### src/rtl/rsi_pkg.sv
// ----------------------------------------------------------------------------
// rsi_pkg
// shared widths, types and constants of the ray and sphere intersection unit
// ----------------------------------------------------------------------------
`default_nettype none

package rsi_pkg;

    // fixed-point format of every coordinate, time and point
    localparam int FRAC_BITS   = 16;
    localparam int COORD_WIDTH = 32;
    localparam int RAD_WIDTH   = COORD_WIDTH - 1;

    // magnitude of b, a, c and of the root
    localparam int MAG_WIDTH  = 2 * COORD_WIDTH;
    localparam int HALF_WIDTH = COORD_WIDTH;
    // signed sums b, c and the numerators -b -+ s
    localparam int SUM_WIDTH  = 2 * COORD_WIDTH + 2;
    // squares b^2, a*|c| and a nonnegative discriminant
    localparam int SQ_WIDTH   = 4 * COORD_WIDTH;
    localparam int DISC_WIDTH = 4 * COORD_WIDTH + 2;
    // scaled numerator magnitude and divider remainder
    localparam int NUM_WIDTH  = 2 * COORD_WIDTH + 1 + FRAC_BITS;
    localparam int REM_WIDTH  = 2 * COORD_WIDTH + 1;

    // queue between front and back, depth must be a power of two
    localparam int QUEUE_DEPTH = 4;
    localparam int QPTR_WIDTH  = $clog2(QUEUE_DEPTH);

    typedef logic signed [COORD_WIDTH-1:0] t_coord;
    typedef logic [RAD_WIDTH-1:0]          t_rad;
    typedef logic [1:0]                    t_count;

    localparam t_count CNT_MISS    = 2'd0;
    localparam t_count CNT_TANGENT = 2'd1;
    localparam t_count CNT_CROSS   = 2'd2;

    localparam t_coord COORD_MAX  = {1'b0, {(COORD_WIDTH-1){1'b1}}};
    localparam t_coord COORD_MIN  = {1'b1, {(COORD_WIDTH-1){1'b0}}};
    localparam t_coord NONE_VALUE = COORD_WIDTH'(-(longint'(999) <<< FRAC_BITS));
    localparam t_rad   RAD_RESET  = RAD_WIDTH'(longint'(6371) << FRAC_BITS);

    // index 0 is x, 1 is y, 2 is z
    typedef struct packed {
        t_coord [2:0] org;
        t_coord [2:0] vel;
    } t_ray;

    typedef struct packed {
        t_ray                         ray;
        logic [MAG_WIDTH-1:0]         a;
        logic signed [SUM_WIDTH-1:0]  nb;
        t_count                       cnt;
    } t_ctx;

    typedef struct packed {
        t_ctx                 ctx;
        logic [SQ_WIDTH-1:0]  disc;
    } t_job;

    // index 0 is the near hit, 1 the far hit
    typedef struct packed {
        t_count             cnt;
        t_coord [1:0]       tim;
        t_coord [1:0][2:0]  pt;
    } t_hit;

endpackage

`default_nettype wire

### src/rtl/rsi_queue.sv
// ----------------------------------------------------------------------------
// rsi_queue
// short first-in first-out queue of classified jobs
// ----------------------------------------------------------------------------
`default_nettype none

module rsi_queue import rsi_pkg::*; (
    input  wire logic i_clk,
    input  wire logic i_rst_n,
    input  wire logic i_valid,
    output logic      o_ready,
    input  wire t_job i_job,
    output logic      o_valid,
    input  wire logic i_ready,
    output t_job      o_job
);

    t_job                  r_mem [QUEUE_DEPTH];
    logic [QPTR_WIDTH-1:0] r_wr;
    logic [QPTR_WIDTH-1:0] r_rd;
    logic [QPTR_WIDTH:0]   r_cnt;
    logic                  push;
    logic                  pop;

    assign o_ready = (r_cnt != (QPTR_WIDTH+1)'(QUEUE_DEPTH));
    assign o_valid = (r_cnt != '0);
    assign o_job   = r_mem[r_rd];
    assign push    = i_valid && o_ready;
    assign pop     = o_valid && i_ready;

    always_ff @(posedge i_clk) begin
        if (!i_rst_n) begin
            r_wr  <= '0;
            r_rd  <= '0;
            r_cnt <= '0;
        end else begin
            if (push) begin
                r_wr <= r_wr + 1'b1;
            end
            if (pop) begin
                r_rd <= r_rd + 1'b1;
            end
            if (push && !pop) begin
                r_cnt <= r_cnt + 1'b1;
            end else if (pop && !push) begin
                r_cnt <= r_cnt - 1'b1;
            end
        end
    end

    always_ff @(posedge i_clk) begin
        if (push) begin
            r_mem[r_wr] <= i_job;
        end
    end

endmodule

`default_nettype wire

### config.mk
export PLATFORM = sky130hd
export DESIGN_NAME = rsi_queue
export DESIGN_NICKNAME = d
export VERILOG_FILES = /design/src/rtl/rsi_pkg.sv /design/src/rtl/rsi_queue.sv
export SDC_FILE = /design/constraint.sdc
export NUM_CORES = 1
export LEC_CHECK = 0
export ABC_CLOCK_PERIOD_IN_PS = 18900
export BUFFER_PORTS_ARGS = -buffer_cell sky130_fd_sc_hd__buf_4
export CAP_MARGIN = 0
export CORE_MARGIN = 4
export CORE_UTILIZATION = 52
export CTS_CLUSTER_SIZE = 16
export DETAILED_ROUTE_END_ITERATION = 6
export GPL_ROUTABILITY_DRIVEN = 0
export PLACE_DENSITY = 0.73
export SYNTH_ARGS = -nofsm -noshare
export SYNTH_HDL_FRONTEND = slang
export SYNTH_SLANG_ARGS = --single-unit
### constraint.sdc
create_clock -name i_clk -period 18.9 [get_ports i_clk]
set_clock_uncertainty 0.2 [all_clocks]
set_input_delay 2.835 -clock i_clk [delete_from_list [all_inputs] [get_ports i_clk]]
set_output_delay 2.835 -clock i_clk [all_outputs]
set_load 0.05 [all_outputs]
== After elaboration in Yosys (flattened, before gate mapping) ==
Memory sizes are Yosys's and may differ from the RTL's. A register that Yosys moved wholly into a read port is not among the register bits.
Index checks and enable logic that the tools add are counted.
Operators by class
  add/subtract/negate cells: 4
  equal/unequal tests: 1
  mux-type cells: 6
  reductions and logical operators: 8
Operator list (count)
  3-bit two-way mux: 2
  2-bit by 1-bit adder with 2-bit output (second input constant): 2
  1-bit logical AND: 4
  2-bit two-way mux: 2
  3-bit by 1-bit adder with 3-bit output (second input constant): 1
  3-bit inequality test (second input constant): 1
  3-bit nonzero test: 1
  3-bit by 1-bit subtractor with 3-bit output (second input constant): 1
  1-bit logical NOT: 2
  1-bit two-way mux: 2
  2-bit nonzero test: 1
Word-level totals
  register bits after elaboration: 7
  RAM bits: 1808
  bits of input ports: 456
  output and inout port bits: 454
  memories kept: 1
Memory list
  r_mem: words 4, width 452, rd ports 1, clocked after memory_dff 1, write ports 1, RTL line rsi_queue.sv:18  | t_job r_mem [QUEUE_DEPTH];

== Depth between registers and ports, before layout ==
  depth in word-level cells: 6
  depth in mapped cells: 8
  depth with buffers taken out: 8

== Worst setup path after synthesis ==
No wires, ideal clock.
  path type: in2reg
  from: in i_valid
  to: mem r_mem[0][0] (netlist name), enable pin
  setup time: 875 ps
  data arrival time: 13465 ps
  setup slack: 4360 ps
  stages on the path: 2
  path through: a21boi_1 -> and2_1
On the way
  longest elaborated chain between the ends: 3
RTL lines
  from (decl): RTL line rsi_queue.sv:10  | input wire logic i_valid,
  1-bit logical AND: RTL line rsi_queue.sv:28  | assign push = i_valid && o_ready;
  1-bit two-way mux: RTL line rsi_queue.sv:52  | if (push) begin
  1-bit two-way mux (implied by the code): RTL line rsi_queue.sv:53  | r_mem[r_wr] <= i_job;
  to (decl): RTL line rsi_queue.sv:18
No other way between the ends.

==> run summary <==
Global-route usage over all layers - 22.6%
R2R cell count - 6
Most frequent CP cell - buf_4
Compound-Gate Fraction of Synth Area - 0.0553%
Clock Path Buffers - 3
Reg-to-reg endpoint - r_mem[2][427]
Syn_area_per_cell - 27.3 um2
Detailed Route WL - 150000 um
DR WL/cell - 28.6 um
RSZ-0062 raised after global routing - false
#FFs+latches synth - 1817
CP arrival - 4.82 ns
Die Wd - 363 um
Synth async-reset ratio - 0%
Crit path capture type - output port
RR Startpoint - r_cnt[0]
Synth Area in Adders - 0.126%
TritonCTS buffer count - 175
Post-synth net total - 2870
CTS root buf - clkbuf_16
Core area - 126000 um2
CP Class - reg -> out
Ys flop type - edfxtp_1
R2R Setup Slk - 13.94 ns
Final Hold Viols - 0
Clk Latency, worst-skew pair - 0.78 ns
Clk sinks - 1817
Largest net degree at the start of global routing - 149
TritonCTS clock tree - done
Tightest Hold Check Type - reg -> reg
Via count of the first global-routing pass - 31400
Initial antenna violation count - 57
HPWL after DPL - 95300 um
EDFF count, synth - 1808
Total grt overflow - 0
WP data required - 15.87 ns
Maxcap violations - 0
Hold Startpoint - r_wr[1]
Sequential element share of the synthesized area - 83.0%
Slowest cell on crit path - buf_4
Final setup viols - 0
Cells after synthesis - 2408
Mux contribution to synthesized area - 15.6%
TNS Setup - 0 ns
CP max stage delay - 0.86 ns
DR vias/cell - 5.70
DRC - 0
Hold depth - 2
Status - completed
Worst VDD drop - 0.000126 V
Max-slew violations - 0
Fillers - 8100
DP Cell Count - 4900
Tightest Pin Transition - 1.11 ns
Io pins - 910
Leak - 26.5 nW
Die height - 363 um
Synthesized area - 65700 um2
Relative slew slack - 25.9%
Worst-path clk slew - 0.06 ns
Die area - 132000 um2
Post-cts sizing count - 0
Layout cells sized above 1 - 46.1%
DRT iter0 DRCs - 2853
H-tree depth - 4
Nets - 3889
Peak Freq - 127 MHz
Period minus WS final - 7.86 ns
Period utilization - 41.6%
Routed Antenna Nets - 0
Synthesis-to-finish area growth - 21.7%
Yosys warns - 0
Distinct cell type count after synthesis - 23
Critical-path cell list - buf_4 -> buf_4 -> buf_4 -> mux4_2 -> buf_4
Crit start category - register
Row cnt - 130
Worst path bufs/invs - 4
Initial core utilization - 52.3%
Post-CTS Setup Bufs - 0
Via count - 30000
First-pass GRT wire length - 216000 um
Largest delay share family, worst path - buffers and inverters
Post-synthesis xor/xnor area fraction - 0.0534%
Synth Area in Simple Gates - 0.139%
Crit Path Max Fanout - 45
Non-Filler Instances - 5256
Pwr Density - 158 nW/um2
Area occupied by multi-input gates - 10500 um2
PortBufs - 909
Main combinational cell family by area after synthesis - multiplexers
Worst Hold End - r_wr[1]
Post-cts hold buffer count - 0
Pre-antenna DRT Iters - 7
Seq. cell area - 54500 um2
Worst path depth - 5
-- worst min-delay path, cell delays in order (launching register included) --
cell and delay, ns:
dfxtp_1 0.33, nand2_1 0.07, mux2i_1 0.06
-- logic make-up after synthesis --
kind of cell    count (synthesis)
flops                        1817
mux                           455
buf+inv                       104
simple gates                   17
fa+ha+maj                       6
compound gates                  5
xor+xnor                        4
-- sequential cells by signal (all words and copies together), names as in the netlist, named ones only --
signal / cells
r_mem: 1808
r_cnt: 3
r_rd: 2
r_wr: 2
-- worst max path at each step --
stage / endpoint / slack, ns
after floorplan: r_mem[0][0] / 4.36
after global placement: o_job[422] / 11.60
after detailed placement: r_mem[2][375] / 11.57
after CTS: o_job[326] / 10.76
after global routing: o_job[422] / 10.44
final: o_job[326] / 11.04
-- area by class of cell --
type	instances	area share [%]
multi-input combinational	487	13.1
inverter	3	0.0141
timing repair buffer	943	9.00
sequential	1817	68.2
clock buffer	216	5.86
clock inverter	111	1.15
tap	1650	2.58
antenna	29	0.0908
-- per-layer routing --
layer | routed length (um) | GRT usage [%]
met3 | 19000 | 11.0
met5 | 360 | 0.472
met2 | 73600 | 35.3
met4 | 5020 | 8.88
met1 | 52200 | 27.3
-- Yosys cell counts (2+ instances only) --
cell	n	area share, %
nand2_1	5	0.029
clkbuf_1	12	0.069
mux2i_1	3	0.046
dfxtp_1	9	0.27
buf_6	31	0.53
ha_1	5	0.095
inv_1	3	0.017
buf_2	47	0.36
mux4_2	452	16
buf_4	11	0.13
or3_1	2	0.019
and2_1	8	0.076
edfxtp_1	1808	83
xnor2_1	3	0.040
-- cell usage in the layout, fill, tap and decap left out, types with 2 or more instances in the layout --
cell and count:
clkinv_4 4, edfxtp_1 1808, and2_1 4, clkbuf_1 34, inv_1 3, bufinv_16 12
dfxtp_4 2, and2_4 4, mux2i_1 3, clkbuf_16 182, clkinvlp_4 2, diode_2 29
dfxtp_1 7, buf_4 934, clkinv_2 40, buf_12 9, or3_1 2, mux4_2 452
xnor2_1 3, inv_6 4, ha_1 5, clkinv_1 44, inv_16 3, nand2_1 5
-- power breakdown --
| part | internal [mW] | switching, mW | total (mW) | leakage [nW] |
|---|---|---|---|---|
| clock network | 1.93 | 1.45 | 3.38 | 2.76 |
| logic | 1.40 | 2.85 | 4.25 | 7.09 |
| registers | 4.90 | 0.122 | 5.02 | 16.6 |
| total | 8.22 | 4.42 | 12.6 | 26.5 |
-- through the flow --
step	instance area (um2)	utilization (%)	power (mW)	hold slack (ns)	worst slack, ns
2_1_floorplan	65700	-	8.27	0.268	4.36
3_5_place_dp	74200	59.1	9.38	0.296	11.57
5_1_grt	79900	63.6	13.1	0.315	10.44
4_1_cts	79800	63.6	12.8	0.304	10.76
3_3_place_gp	74200	59.1	9.35	0.285	11.60
6_report	79900	63.6	12.6	0.309	11.04
Note: power is estimated with default switching activity, not from simulation.
